`src/hdl/dced_pkg.sv`:
```
// ----------------------------------------------------------------------------
// dced_pkg
// shared types, constants and code tables of the coefficient entropy decoder
// ----------------------------------------------------------------------------
package dced_pkg;

  typedef enum logic [1:0] {
    KIND_DC  = 2'd0,
    KIND_AC  = 2'd1,
    KIND_EOB = 2'd2,
    KIND_ERR = 2'd3
  } kind_e;

  typedef enum logic [1:0] {
    PH_IDLE  = 2'd0,
    PH_DC    = 2'd1,
    PH_AC    = 2'd2,
    PH_EXTRA = 2'd3
  } phase_e;

  localparam logic [7:0] SymZrl  = 8'hF0;
  localparam logic [7:0] SymEob  = 8'h00;
  localparam logic [3:0] NibMask = 4'hF;

  // result of one code lookup
  typedef struct packed {
    logic       hit;
    logic [7:0] idx;
  } match_t;

  function automatic logic [7:0] dc_count(logic chroma, logic [3:0] l);
    logic [7:0] c;
    c = 8'd0;
    if (!chroma) begin
      case (l)
        4'd1: c = 8'd1;
        4'd2: c = 8'd5;
        4'd3, 4'd4, 4'd5, 4'd6: c = 8'd1;
        4'd7: c = 8'd2;
        default: c = 8'd0;
      endcase
    end else begin
      case (l)
        4'd1: c = 8'd3;
        4'd2, 4'd3, 4'd4, 4'd5, 4'd6, 4'd7, 4'd8: c = 8'd1;
        4'd9: c = 8'd2;
        default: c = 8'd0;
      endcase
    end
    return c;
  endfunction

  function automatic logic [7:0] ac_count(logic chroma, logic [3:0] l);
    logic [7:0] c;
    c = 8'd0;
    if (!chroma) begin
      case (l)
        4'd1: c = 8'd2;  4'd2: c = 8'd1;  4'd3: c = 8'd3;  4'd4: c = 8'd3;
        4'd5: c = 8'd2;  4'd6: c = 8'd4;  4'd7: c = 8'd3;  4'd8: c = 8'd5;
        4'd9: c = 8'd5;  4'd10: c = 8'd4; 4'd11: c = 8'd4; 4'd14: c = 8'd1;
        4'd15: c = 8'h7d;
        default: c = 8'd0;
      endcase
    end else begin
      case (l)
        4'd1: c = 8'd2;  4'd2: c = 8'd1;  4'd3: c = 8'd2;  4'd4: c = 8'd4;
        4'd5: c = 8'd4;  4'd6: c = 8'd3;  4'd7: c = 8'd4;  4'd8: c = 8'd7;
        4'd9: c = 8'd5;  4'd10: c = 8'd4; 4'd11: c = 8'd4; 4'd13: c = 8'd1;
        4'd14: c = 8'd2; 4'd15: c = 8'h77;
        default: c = 8'd0;
      endcase
    end
    return c;
  endfunction

  localparam logic [7:0] AcSymsLuma [162] = '{
    8'h01,8'h02,8'h03,8'h00,8'h04,8'h11,8'h05,8'h12,8'h21,8'h31,8'h41,8'h06,8'h13,8'h51,
    8'h61,8'h07,8'h22,8'h71,8'h14,8'h32,8'h81,8'h91,8'ha1,8'h08,8'h23,8'h42,8'hb1,8'hc1,
    8'h15,8'h52,8'hd1,8'hf0,8'h24,8'h33,8'h62,8'h72,8'h82,8'h09,8'h0a,8'h16,8'h17,8'h18,
    8'h19,8'h1a,8'h25,8'h26,8'h27,8'h28,8'h29,8'h2a,8'h34,8'h35,8'h36,8'h37,8'h38,8'h39,
    8'h3a,8'h43,8'h44,8'h45,8'h46,8'h47,8'h48,8'h49,8'h4a,8'h53,8'h54,8'h55,8'h56,8'h57,
    8'h58,8'h59,8'h5a,8'h63,8'h64,8'h65,8'h66,8'h67,8'h68,8'h69,8'h6a,8'h73,8'h74,8'h75,
    8'h76,8'h77,8'h78,8'h79,8'h7a,8'h83,8'h84,8'h85,8'h86,8'h87,8'h88,8'h89,8'h8a,8'h92,
    8'h93,8'h94,8'h95,8'h96,8'h97,8'h98,8'h99,8'h9a,8'ha2,8'ha3,8'ha4,8'ha5,8'ha6,8'ha7,
    8'ha8,8'ha9,8'haa,8'hb2,8'hb3,8'hb4,8'hb5,8'hb6,8'hb7,8'hb8,8'hb9,8'hba,8'hc2,8'hc3,
    8'hc4,8'hc5,8'hc6,8'hc7,8'hc8,8'hc9,8'hca,8'hd2,8'hd3,8'hd4,8'hd5,8'hd6,8'hd7,8'hd8,
    8'hd9,8'hda,8'he1,8'he2,8'he3,8'he4,8'he5,8'he6,8'he7,8'he8,8'he9,8'hea,8'hf1,8'hf2,
    8'hf3,8'hf4,8'hf5,8'hf6,8'hf7,8'hf8,8'hf9,8'hfa
  };

  localparam logic [7:0] AcSymsChroma [162] = '{
    8'h00,8'h01,8'h02,8'h03,8'h11,8'h04,8'h05,8'h21,8'h31,8'h06,8'h12,8'h41,8'h51,8'h07,
    8'h61,8'h71,8'h13,8'h22,8'h32,8'h81,8'h08,8'h14,8'h42,8'h91,8'ha1,8'hb1,8'hc1,8'h09,
    8'h23,8'h33,8'h52,8'hf0,8'h15,8'h62,8'h72,8'hd1,8'h0a,8'h16,8'h24,8'h34,8'he1,8'h25,
    8'hf1,8'h17,8'h18,8'h19,8'h1a,8'h26,8'h27,8'h28,8'h29,8'h2a,8'h35,8'h36,8'h37,8'h38,
    8'h39,8'h3a,8'h43,8'h44,8'h45,8'h46,8'h47,8'h48,8'h49,8'h4a,8'h53,8'h54,8'h55,8'h56,
    8'h57,8'h58,8'h59,8'h5a,8'h63,8'h64,8'h65,8'h66,8'h67,8'h68,8'h69,8'h6a,8'h73,8'h74,
    8'h75,8'h76,8'h77,8'h78,8'h79,8'h7a,8'h82,8'h83,8'h84,8'h85,8'h86,8'h87,8'h88,8'h89,
    8'h8a,8'h92,8'h93,8'h94,8'h95,8'h96,8'h97,8'h98,8'h99,8'h9a,8'ha2,8'ha3,8'ha4,8'ha5,
    8'ha6,8'ha7,8'ha8,8'ha9,8'haa,8'hb2,8'hb3,8'hb4,8'hb5,8'hb6,8'hb7,8'hb8,8'hb9,8'hba,
    8'hc2,8'hc3,8'hc4,8'hc5,8'hc6,8'hc7,8'hc8,8'hc9,8'hca,8'hd2,8'hd3,8'hd4,8'hd5,8'hd6,
    8'hd7,8'hd8,8'hd9,8'hda,8'he2,8'he3,8'he4,8'he5,8'he6,8'he7,8'he8,8'he9,8'hea,8'hf2,
    8'hf3,8'hf4,8'hf5,8'hf6,8'hf7,8'hf8,8'hf9,8'hfa
  };

  localparam logic [5:0] ScanOrder [64] = '{
    6'd0, 6'd1, 6'd8, 6'd16,6'd9, 6'd2, 6'd3, 6'd10,6'd17,6'd24,6'd32,6'd25,6'd18,6'd11,
    6'd4, 6'd5, 6'd12,6'd19,6'd26,6'd33,6'd40,6'd48,6'd41,6'd34,6'd27,6'd20,6'd13,6'd6,
    6'd7, 6'd14,6'd21,6'd28,6'd35,6'd42,6'd49,6'd56,6'd57,6'd50,6'd43,6'd36,6'd29,6'd22,
    6'd15,6'd23,6'd30,6'd37,6'd44,6'd51,6'd58,6'd59,6'd52,6'd45,6'd38,6'd31,6'd39,6'd46,
    6'd53,6'd60,6'd61,6'd54,6'd47,6'd55,6'd62,6'd63
  };

endpackage

```
`src/hdl/dced_code_table.sv`:
```
// ----------------------------------------------------------------------------
// dced_code_table
// per-length canonical code limits, updated one length per step_i
// ----------------------------------------------------------------------------
module dced_code_table (
  input  logic                  clk_i,
  input  logic                  rst_ni,
  input  logic                  restart_i,
  input  logic                  step_i,
  input  logic                  is_dc_i,
  input  logic                  chroma_i,
  input  logic [4:0]            len_i,
  input  logic [15:0]           code_i,
  output dced_pkg::match_t      match_o
);

  // first code and symbol base at the current length; code length len_i
  logic [16:0] first_q, first_d;
  logic [7:0]  base_q, base_d;
  logic [7:0]  cnt;
  logic [16:0] diff;
  logic [3:0]  lsel;

  assign lsel = len_i[3:0] - 4'd1;
  assign cnt  = is_dc_i ? dced_pkg::dc_count(chroma_i, lsel)
                        : dced_pkg::ac_count(chroma_i, lsel);
  assign diff = {1'b0, code_i} - first_q;

  always_comb begin
    match_o.hit = (len_i != 5'd0) && ({1'b0, code_i} >= first_q)
                  && (diff < {9'd0, cnt});
    match_o.idx = base_q + diff[7:0];
    first_d = ({first_q} + {9'd0, cnt}) << 1;
    base_d  = base_q + cnt;
  end

  always_ff @(posedge clk_i or negedge rst_ni) begin
    if (!rst_ni) begin
      first_q <= '0;
      base_q  <= '0;
    end else if (restart_i) begin
      first_q <= '0;
      base_q  <= '0;
    end else if (step_i) begin
      first_q <= first_d;
      base_q  <= base_d;
    end
  end

endmodule

```
`src/hdl/dct_coefficient_entropy_decoder.sv`:
```
// ----------------------------------------------------------------------------
// dct_coefficient_entropy_decoder
// bit-serial run/size coefficient decoder for one 8x8 block
// ----------------------------------------------------------------------------
// input channel: a transaction with command_i = 0 starts a block and carries
// the table choice and neighbor dc context; command_i = 1 moves one stream
// bit, msb first. bits outside an active block are dropped.
// output channel: one transaction per dc value, ac coefficient, end of block
// or decode error; last_o marks the final one of a block.
// one input transaction is taken every cycle that in_ready_o is high; each
// result appears in the cycle after its last bit, from a single output
// register. the canonical code search keeps running first-code and base
// registers, so each bit costs one table read, one subtract and compare.
// when the output register holds a result that is not taken, in_ready_o
// drops until it is taken; otherwise in_ready_o stays high.
// reset puts the block idle with an empty output register.
// ----------------------------------------------------------------------------
module dct_coefficient_entropy_decoder (
  input  logic               clk_i,
  input  logic               rst_ni,
  input  logic               in_valid_i,
  output logic               in_ready_o,
  input  logic               command_i,
  input  logic               stream_bit_i,
  input  logic               chroma_tables_i,
  input  logic               left_present_i,
  input  logic               top_present_i,
  input  logic signed [15:0] left_dc_i,
  input  logic signed [15:0] top_left_dc_i,
  input  logic signed [15:0] top_dc_i,
  output logic               out_valid_o,
  input  logic               out_ready_i,
  output logic [1:0]         kind_o,
  output logic signed [15:0] level_o,
  output logic [5:0]         position_o,
  output logic               last_o
);

  dced_pkg::phase_e phase_q, phase_d;
  logic [15:0] code_q, code_d;
  logic [4:0]  clen_q, clen_d;
  logic [3:0]  xneed_q, xneed_d, xcnt_q, xcnt_d;
  logic [15:0] xval_q, xval_d;
  logic [3:0]  run_q, run_d;
  logic [6:0]  cidx_q, cidx_d;
  logic        chroma_q, chroma_d;
  logic signed [15:0] pred_q, pred_d;

  logic        ov_q, ov_d;
  logic [1:0]  kind_q, kind_d;
  logic [15:0] lvl_q, lvl_d;
  logic [5:0]  pos_q, pos_d;
  logic        last_q, last_d;

  logic accept, restart, step;
  logic [15:0] code_n;
  logic [4:0]  clen_n;
  dced_pkg::match_t m;
  logic [7:0]  sym;

  assign in_ready_o = !ov_q || out_ready_i;
  assign accept = in_valid_i && in_ready_o;
  assign code_n = {code_q[14:0], stream_bit_i};
  assign clen_n = clen_q + 5'd1;

  // table lookup runs on the pending (code_n, clen_n)
  dced_code_table u_tab (
    .clk_i     (clk_i),
    .rst_ni    (rst_ni),
    .restart_i (restart),
    .step_i    (step),
    .is_dc_i   (phase_q == dced_pkg::PH_DC),
    .chroma_i  (chroma_q),
    .len_i     (clen_n),
    .code_i    (code_n),
    .match_o   (m)
  );

  assign sym = chroma_q ? dced_pkg::AcSymsChroma[m.idx]
                        : dced_pkg::AcSymsLuma[m.idx];

  always_comb begin
    logic [15:0] xv;
    logic [3:0]  xn;
    logic [3:0]  xc;
    logic [3:0]  rn;
    logic        fin;
    logic signed [16:0] lv, sum;
    logic [7:0]  pos;
    logic signed [16:0] dl, dt;
    logic [16:0] at, al;
    restart = 1'b0;
    step    = 1'b0;
    phase_d = phase_q; code_d = code_q; clen_d = clen_q;
    xneed_d = xneed_q; xcnt_d = xcnt_q; xval_d = xval_q;
    run_d = run_q; cidx_d = cidx_q; chroma_d = chroma_q; pred_d = pred_q;
    ov_d = ov_q && !out_ready_i;
    kind_d = kind_q; lvl_d = lvl_q; pos_d = pos_q; last_d = last_q;
    xv = xval_q; xn = xneed_q; xc = xcnt_q; rn = run_q; fin = 1'b0;
    lv = '0; sum = '0; pos = '0;
    dl = '0; dt = '0; at = '0; al = '0;
    if (accept) begin
      if (!command_i) begin
        restart = 1'b1;
        chroma_d = chroma_tables_i;
        dt = 17'(top_dc_i) - 17'(top_left_dc_i);
        dl = 17'(left_dc_i) - 17'(top_left_dc_i);
        at = dt[16] ? 17'(-dt) : 17'(dt);
        al = dl[16] ? 17'(-dl) : 17'(dl);
        if (top_present_i && left_present_i) pred_d = (at <= al) ? left_dc_i : top_dc_i;
        else if (top_present_i) pred_d = top_dc_i;
        else if (left_present_i) pred_d = left_dc_i;
        else pred_d = '0;
        phase_d = dced_pkg::PH_DC;
        code_d = '0; clen_d = '0; xneed_d = '0; xcnt_d = '0; xval_d = '0;
        run_d = '0; cidx_d = '0;
      end else if (phase_q == dced_pkg::PH_EXTRA) begin
        xv = {xval_q[14:0], stream_bit_i};
        xc = xcnt_q + 4'd1;
        xval_d = xv; xcnt_d = xc;
        fin = (xc >= xneed_q);
      end else if (phase_q != dced_pkg::PH_IDLE) begin
        step = 1'b1;
        code_d = code_n; clen_d = clen_n;
        if (!m.hit) begin
          if (clen_n >= 5'd16) begin
            ov_d = 1'b1; kind_d = dced_pkg::KIND_ERR; lvl_d = '0; pos_d = '0;
            last_d = 1'b1; phase_d = dced_pkg::PH_IDLE;
          end
        end else begin
          restart = 1'b1;
          code_d = '0; clen_d = '0; xcnt_d = '0; xval_d = '0; xv = '0;
          if (phase_q == dced_pkg::PH_DC) begin
            xn = m.idx[3:0] & dced_pkg::NibMask; rn = '0;
            xneed_d = xn; run_d = rn;
            if (xn == 4'd0) fin = 1'b1; else phase_d = dced_pkg::PH_EXTRA;
          end else if (sym == dced_pkg::SymEob) begin
            ov_d = 1'b1; kind_d = dced_pkg::KIND_EOB; lvl_d = '0; pos_d = '0;
            last_d = 1'b1; phase_d = dced_pkg::PH_IDLE;
          end else if (sym == dced_pkg::SymZrl) begin
            cidx_d = cidx_q + 7'd16;
            if (cidx_d == 7'd64) begin
              ov_d = 1'b1; kind_d = dced_pkg::KIND_EOB; lvl_d = '0; pos_d = '0;
              last_d = 1'b1; phase_d = dced_pkg::PH_IDLE;
            end else if (cidx_d > 7'd64) begin
              ov_d = 1'b1; kind_d = dced_pkg::KIND_ERR; lvl_d = '0; pos_d = '0;
              last_d = 1'b1; phase_d = dced_pkg::PH_IDLE;
            end
          end else begin
            rn = sym[7:4]; xn = sym[3:0];
            xneed_d = xn; run_d = rn;
            if (xn == 4'd0) fin = 1'b1; else phase_d = dced_pkg::PH_EXTRA;
          end
        end
      end
      if (fin) begin
        if (xn == 4'd0) lv = '0;
        else if ({16'd0, xv} < (32'd1 << (xn - 4'd1)))
          lv = 17'(xv) - 17'((32'd1 << xn) - 32'd1);
        else lv = 17'(xv);
        ov_d = 1'b1;
        if (cidx_q == 7'd0) begin
          sum = 17'(pred_q) + lv;
          if (sum > 17'sd32767) sum = 17'sd32767;
          if (sum < -17'sd32768) sum = -17'sd32768;
          kind_d = dced_pkg::KIND_DC; lvl_d = sum[15:0]; pos_d = '0; last_d = 1'b0;
          cidx_d = 7'd1; phase_d = dced_pkg::PH_AC;
        end else begin
          pos = {1'b0, cidx_q} + {4'd0, rn};
          if (pos >= 8'd64) begin
            kind_d = dced_pkg::KIND_ERR; lvl_d = '0; pos_d = '0; last_d = 1'b1;
            phase_d = dced_pkg::PH_IDLE;
          end else begin
            kind_d = dced_pkg::KIND_AC; lvl_d = lv[15:0];
            pos_d = dced_pkg::ScanOrder[pos[5:0]];
            last_d = (pos == 8'd63);
            cidx_d = pos[6:0] + 7'd1;
            phase_d = (pos == 8'd63) ? dced_pkg::PH_IDLE : dced_pkg::PH_AC;
          end
        end
      end
    end
  end

  always_ff @(posedge clk_i or negedge rst_ni) begin
    if (!rst_ni) begin
      phase_q <= dced_pkg::PH_IDLE;
      code_q <= '0; clen_q <= '0; xneed_q <= '0; xcnt_q <= '0; xval_q <= '0;
      run_q <= '0; cidx_q <= '0; chroma_q <= 1'b0; pred_q <= '0;
      ov_q <= 1'b0;
    end else begin
      phase_q <= phase_d;
      code_q <= code_d; clen_q <= clen_d; xneed_q <= xneed_d; xcnt_q <= xcnt_d;
      xval_q <= xval_d; run_q <= run_d; cidx_q <= cidx_d; chroma_q <= chroma_d;
      pred_q <= pred_d;
      ov_q <= ov_d;
    end
  end

  always_ff @(posedge clk_i) begin
    kind_q <= kind_d; lvl_q <= lvl_d; pos_q <= pos_d; last_q <= last_d;
  end

  assign out_valid_o = ov_q;
  assign kind_o      = kind_q;
  assign level_o     = lvl_q;
  assign position_o  = pos_q;
  assign last_o      = last_q;

  a_idle_after_last: assert property (@(posedge clk_i) disable iff (!rst_ni)
    (accept && command_i && ov_d && last_d && !(ov_q && !out_ready_i))
      |=> phase_q == dced_pkg::PH_IDLE)
    else $error("block not idle after final result");
  a_no_bits_idle: assert property (@(posedge clk_i) disable iff (!rst_ni)
    (phase_q == dced_pkg::PH_IDLE && accept && command_i) |=> !ov_q || $stable(ov_q))
    else $error("result from idle bit");
  a_code_len: assert property (@(posedge clk_i) disable iff (!rst_ni)
    (phase_q != dced_pkg::PH_IDLE) |-> clen_q <= 5'd15)
    else $error("code length overrun");

endmodule

```
`config.mk`:
```
export PLATFORM = sky130hd
export DESIGN_NAME = dct_coefficient_entropy_decoder
export DESIGN_NICKNAME = d
export VERILOG_FILES = /design/src/hdl/dced_pkg.sv /design/src/hdl/dced_code_table.sv /design/src/hdl/dct_coefficient_entropy_decoder.sv
export SDC_FILE = /design/constraint.sdc
export NUM_CORES = 1
export LEC_CHECK = 0
export BUFFER_PORTS_ARGS = -buffer_cell sky130_fd_sc_hd__buf_4
export CAP_MARGIN = 20
export CORE_MARGIN = 4
export CORE_UTILIZATION = 50
export CTS_CLUSTER_SIZE = 24
export DETAILED_ROUTE_END_ITERATION = 16
export PLACE_DENSITY = 0.78
export SYNTH_ARGS = -nofsm -noshare
export SYNTH_HDL_FRONTEND = slang
export SYNTH_HIERARCHICAL = 1
export SYNTH_SLANG_ARGS = --single-unit
```
`constraint.sdc`:
```
create_clock -name clk_i -period 27.6 [get_ports clk_i]
set_input_delay 5.52 -clock clk_i [delete_from_list [all_inputs] [get_ports clk_i]]
set_output_delay 5.52 -clock clk_i [all_outputs]
set_load 0.03 [all_outputs]
```
==> results.yml, run 1 <==
status:
  status: "complete, no violations"
power_and_ir_drop:
  finalPower_mw: 1.844
  p_int_uw: 811.1
  power_density_nw_per_um2: 99.73
  seqPwrFrac: 0.117
  p_clk_frac: 0.126
  p_sw_frac: 0.5602
  power.switching_mw: 1.033
  ir_worst_vdd_uv: 90.54
  total_leakage_power_nw: 8.135
  p_comb_frac: 0.757
synthesis:
  synth.most_common_cell: "ha_1"
  synth.top_cell.area_share: 0.1517
  ys_top_cells_by_count: "ha_1, nand2_1, nor2_1"
  synth_seq_area_share: 0.1890
  syn-cell-area_sq_um: 17080
  synth_cell_types: 118
  syn_inst: 2152
  synth_top_area_cell: "ha_1"
  synth_edf_count: 25
  yosysWarnings: 6
  syn_nets: 2425
  yosys_register_bits: 124
  ys_top_cells_by_area: "ha_1, dfrtp_1, a21oi_1"
  synth-async-reset-ratio: 0.7984
  syn_avg_cell_area_sq_um: 7.936
  ys.flop_type: "dfrtp_1"
floorplanning:
  die_h_um: 192.8
  die_x_um: 192.8
  die-area_sq_um: 37180
  row_count: 67
  ios: 84
  start_util: 0.5080
  design.core.area_sq_um: 33620
drt:
  num_vias: 17060
  dr.pass1.iters: 7
  initialDrtViolationCount: 1759
  drtAntennaViolNets: 0
  wire_per_inst_um: 19.80
  drc: 0
  vias_per_cell: 6.515
  drt_wl_total_um: 51850
final_layout:
  syn_to_final_growth_pct: 8.294
  nets: 2430
  post-route-util: 0.5502
  fillers: 3047
  layout-drive-gt1-share: 0.1005
  stdcell_count: 2619
grt:
  grt_pass1_wl_um: 83900
  overflow: 0
  antenna_found_initial: 1
  grt_max_degree: 77
  grt_use_total: 0.2735
  grt_pass1_vias: 16590
worst_setup_path:
  slowest_delay_ns: 0.88
  crit_required_ns: 27.88
  path_buf_inv: 6
  startpoint_type: "primary input"
  end_kind: "register"
  cpMostUsedCell: "inv_1"
  critPathKind: "primary input to register"
  cp_data_arrival_time_ns: 17.14
  critical-path-slowest-cell: "a211oi_2"
  crit_family: "compound AO/OA/AOI/OAI gates"
  cp_max_fo: 25
timing:
  relSlewSlack: 0.2378
  tns_ns: 0
  fmax_mhz: 59.30
  finalSetupViolCount: 0
  grt_setup_unrepaired: "false"
  maxSlewViolCount: 0
  final_hold_viol_count: 0
  worst-slew-pin-transition_ns: 1.135
  finalClockSkew_ns: 0.01313
  period_share: 0.6110
  min_period_ns: 16.86
clock_tree:
  cts_inserted_buffers: 17
  clkLatencyLatePin_ns: 0.44
  cts_tree: "built"
  path_clk_slew_ns: 0.06
  cts_sinks: 124
  cts_resized: 0
  htreeDepth: 4
  cts_hold_buf: 0
  cts_root_buffer: "clkbuf_16"
  post_cts_buffers: 0
  clockBufferDepth: 2
placed_design:
  dp_hpwl_um: 38780
  io_buffers: 83
  dp.cells: 2585
  gp_congestion: 1.052
job:
  cap_violations: 0
hold_path:
  min_path_type: "register to register"
cells in the final DEF (no fill, tap or decap), types with 21 or more instances in the layout:
cell type | Yosys | final
and3_1 | 21 | 21
a21o_1 | 34 | 34
nor2_1 | 168 | 168
nand2_1 | 198 | 198
inv_1 | 140 | 140
a31oi_1 | 25 | 25
a22o_1 | 56 | 56
nand3_1 | 53 | 53
nand2b_1 | 44 | 44
a21oi_1 | 152 | 151
buf_4 | 4 | 105
xor2_1 | 32 | 31
nor2b_1 | 37 | 36
a211oi_1 | 26 | 26
o21ai_0 | 138 | 138
ha_1 | 207 | 207
mux2i_1 | 28 | 28
edfxtp_1 | 25 | 25
nor3_1 | 30 | 30
xnor2_1 | 83 | 79
dfrtp_1 | 99 | 99
worst reg2reg max path, delay by kind of cell (launching register included):
| kind | cells | cell delay, ns |
|---|---|---|
| AO/OA/AOI/OAI | 19 | 6.17 |
| buffers and inverters | 6 | 1.38 |
| flip-flops | 1 | 0.40 |
| AND/OR/NAND/NOR | 13 | 2.59 |
| adder cells (fa/ha/maj) | 5 | 1.61 |
| XOR/XNOR | 1 | 0.16 |
metrics by stage:
step                setup WS [ns]  area (sq um)  hold slack [ns]
floorplan                   12.39         17080           0.4563
global placement            10.93         17880           0.4823
detailed placement          10.60         17880           0.4957
CTS                         11.03         18480           0.5113
global route                9.901         18490           0.5339
finish                      10.74         18490           0.5040
cell families (layout without fill, tap and decap cells):
group                      Yosys count  after routing  share of synthesized area
AOI/OAI and AO/OA                  727            727                     0.3043
and+or+nand+nor                    666            666                     0.1911
buffers and inverters              262            280                    0.06623
adders and majority gates          218            218                     0.1634
DFF                                124            124                     0.1890
xor gates and xnor gates           115            115                    0.05898
muxes                               40             40                    0.02696
other                                0              1                          0
worst paths after layout:
kind,cells after the start,endpoint,startpoint,slack [ns]
setup / recovery,41,level_o[7]$_SDFFCE_PN0P_,stream_bit_i,10.74
hold / removal,2,clen_q[4]$_DFFE_PN0P_,clen_q[4]$_DFFE_PN0P_,0.50
setup reg to reg,44,level_o[7]$_SDFFCE_PN0P_,code_q[0]$_DFFE_PN0P_,15.11
hold reg to reg,2,clen_q[4]$_DFFE_PN0P_,clen_q[4]$_DFFE_PN0P_,0.50
max in group asynchronous,2,cidx_q[0]$_DFFE_PN0P_,rst_ni,21.36
min in group asynchronous,1,u_tab/first_q[5]$_DFFE_PN0P_,rst_ni,5.02
power groups by stage:
stage | Clock [mW] | Sequential [mW] | Combinational (mW)
6_report | 0.232 | 0.215 | 1.40
4_1_cts | 0.236 | 0.215 | 1.34
3_3_place_gp | 0 | 0.217 | 1.33
5_1_grt | 0.243 | 0.217 | 1.49
3_5_place_dp | 0 | 0.218 | 1.33
2_1_floorplan | 0 | 0.213 | 1.03
final cells by class:
cell class                 instances  area [sq um]  area share
clock inverter                    13         126.4    0.006833
antenna                            1         2.502   0.0001353
timing repair buffer             105         788.3     0.04262
inverter                         143         539.3     0.02916
tap                              448         560.5     0.03031
sequential                       124          3228      0.1745
clock buffer                      19         475.5     0.02571
multi-input combinational       1766         12770      0.6907
registers in the layout (all words and copies together) (netlist names):
register / flops
chroma_q: 1
cidx_q: 7
clen_q: 5
code_q: 15
kind_o: 2
last_o: 1
level_o: 16
out_valid_o: 1
phase_q: 2
position_o: 6
pred_q: 16
run_q: 4
u_tab/base_q: 8
u_tab/first_q: 16
xcnt_q: 4
xneed_q: 4
xval_q: 16
routing by layer:
layer / track usage / vias to the layer above / part of all wire
met5: 0 / - / 0
li1: - / 7973 / -
met1: 0.3650 / 8112 / 0.43
met3: 0.03980 / 161 / 0.075
met4: 0.1078 / 0 / 0.034
met2: 0.4465 / 817 / 0.47
(Power assumes the default switching activity.)
==> inputs of run 2 (changes only) <==
- clock period: 27.6 -> 16.8 ns (I/O delays scaled with it)
==> run 2 against run 1 <==
  * Core utilization hardly changed
  * Sequential cell count did not move
  * Largest cell class unchanged
  * Largest power group unchanged
  * Critical path depth is 1 higher
  * Worst hold slack gained 0.0061 ns
  * Power is 64% higher
  * Count of clock-buffer cells in the layout decreased by 1
  * Register-to-register slack lost 11 ns
  * Via count hardly changed
  * Die area did not move
==> results.yml, run 2 (synthesis gave the netlist of run 1 again) <==
drt:
  num_vias: 17060
  drt_wl_total_um: 51860
  dr.pass1.iters: 6
  wire_per_inst_um: 19.81
  initialDrtViolationCount: 1890
  drtAntennaViolNets: 0
  drc: 0
  vias_per_cell: 6.517
clock_tree:
  clkLatencyLatePin_ns: 0.45
  cts_tree: "built"
  cts_root_buffer: "clkbuf_16"
  cts_hold_buf: 0
  cts_sinks: 124
  htreeDepth: 4
  clockBufferDepth: 2
  cts_resized: 0
  post_cts_buffers: 0
  path_clk_slew_ns: 0.06
  cts_inserted_buffers: 17
timing:
  finalClockSkew_ns: 0.01588
  final_hold_viol_count: 0
  grt_setup_unrepaired: "false"
  min_period_ns: 14.82
  maxSlewViolCount: 0
  setup_ws_ns: 1.977
  relSlewSlack: 0.2881
  tns_ns: 0
  worst-slew-pin-transition_ns: 1.061
  fmax_mhz: 67.46
  period_share: 0.8823
  finalSetupViolCount: 0
power_and_ir_drop:
  ir_worst_vdd_uv: 150.5
  power_density_nw_per_um2: 163.3
  total_leakage_power_nw: 8.132
worst_setup_path:
  end_kind: "register"
  cp-endpoint: "level_o[13]$_SDFFCE_PN0P_"
  r2r_end: "level_o[13]$_SDFFCE_PN0P_"
  cp_data_arrival_time_ns: 15.11
  critPathKind: "primary input to register"
  r2r_start: "code_q[0]$_DFFE_PN0P_"
  cpMostUsedCell: "inv_1"
  startpoint_type: "primary input"
  critical-path-slowest-cell: "a211oi_2"
  startpoint: "stream_bit_i"
  crit_required_ns: 17.09
  slowest_delay_ns: 0.89
  cp_max_fo: 25
  r2r_slack_ns: 4.10
  r2r_cells: 45
final_layout:
  design_area_sq_um: 18490
  syn_to_final_growth_pct: 8.286
  multi_input_area_sq_um: 12770
  layout_commonest_cell: "ha_1"
  final_cell_mix: "ha_1, nand2_1, nor2_1"
  stdcell_count: 2618
  fillers: 3026
  seq_area_sq_um: 3228
  layout-drive-gt1-share: 0.1000
  post-route-util: 0.5501
  nets: 2429
job:
  cap_violations: 0
placed_design:
  dp_hpwl_um: 38510
  dp.cells: 2584
  gp_congestion: 1.059
  io_buffers: 83
  place_area_sq_um: 17870
  place_ws_ns: 1.959
floorplanning:
  row_count: 67
  die_x_um: 192.8
  design.core.area_sq_um: 33620
  start_util: 0.5080
  ios: 84
  die_h_um: 192.8
  die-area_sq_um: 37180
grt:
  grt_pass1_vias: 16400
  grt_pass1_wl_um: 83210
  antenna_found_initial: 1
  grt_use_total: 0.2719
  overflow: 0
  grt_max_degree: 85
status:
  status: "complete, no violations"
hold_path:
  min_path_type: "register to register"
-- run 2: changes by cell type in the layout (fill, tap and decap cells not counted), sizes merged --
cell    before  now
buf        105  104
bufinv       1    2
clkbuf      19   18
clkinv       4    5
inv        149  148
-- run 2: area by class of cell --
cell class / count / share of cell area
timing repair buffer: 104 / 0.04222
inverter: 143 / 0.02916
antenna: 1 / 0.0001353
sequential: 124 / 0.1746
clock buffer: 18 / 0.02436
tap: 448 / 0.03031
multi-input combinational: 1766 / 0.6907
clock inverter: 14 / 0.008525
-- run 2: critical path, delay by kind of cell --
family / cells / cell delay (ns)
AOI/OAI and AO/OA: 19 / 5.60
buffers and inverters: 6 / 1.53
and+or+nand+nor: 12 / 2.69
adders and majority gates: 5 / 1.91
-- run 2: worst min-delay path by stage --
stage          cells after the start  slack, ns              startpoint                endpoint
2_1_floorplan                      2       0.46   pred_q[0]$_DFFE_PN0P_   pred_q[0]$_DFFE_PN0P_
3_3_place_gp                       2       0.48  pred_q[10]$_DFFE_PN0P_  pred_q[10]$_DFFE_PN0P_
3_5_place_dp                       2       0.49  pred_q[10]$_DFFE_PN0P_  pred_q[10]$_DFFE_PN0P_
4_1_cts                            2       0.50  pred_q[10]$_DFFE_PN0P_  pred_q[10]$_DFFE_PN0P_
5_1_grt                            2       0.53   pred_q[2]$_DFFE_PN0P_   pred_q[2]$_DFFE_PN0P_
6_report                           2       0.51  pred_q[10]$_DFFE_PN0P_  pred_q[10]$_DFFE_PN0P_
-- run 2: per-layer routing --
layer / vias up / routed length [um] / track usage
met1: 8094 / 21820 / 0.3585
met4: 0 / 2009 / 0.1135
li1: 7972 / - / -
met5: - / 0 / 0
met2: 821 / 24020 / 0.4460
met3: 174 / 4013 / 0.03962
-- run 2: power by group --
group | switching [mW] | internal [mW]
clock network | 0.155 | 0.230
logic | 1.50 | 0.777
registers | 0.0266 | 0.328
-- run 2: metrics by stage --
stage / hold slack, ns / power, mW
floorplan: 0.4563 / 2.040
global route: 0.5348 / 3.195
finish: 0.5102 / 3.021
detailed placement: 0.4910 / 2.530
CTS: 0.5048 / 2.925
global placement: 0.4823 / 2.545
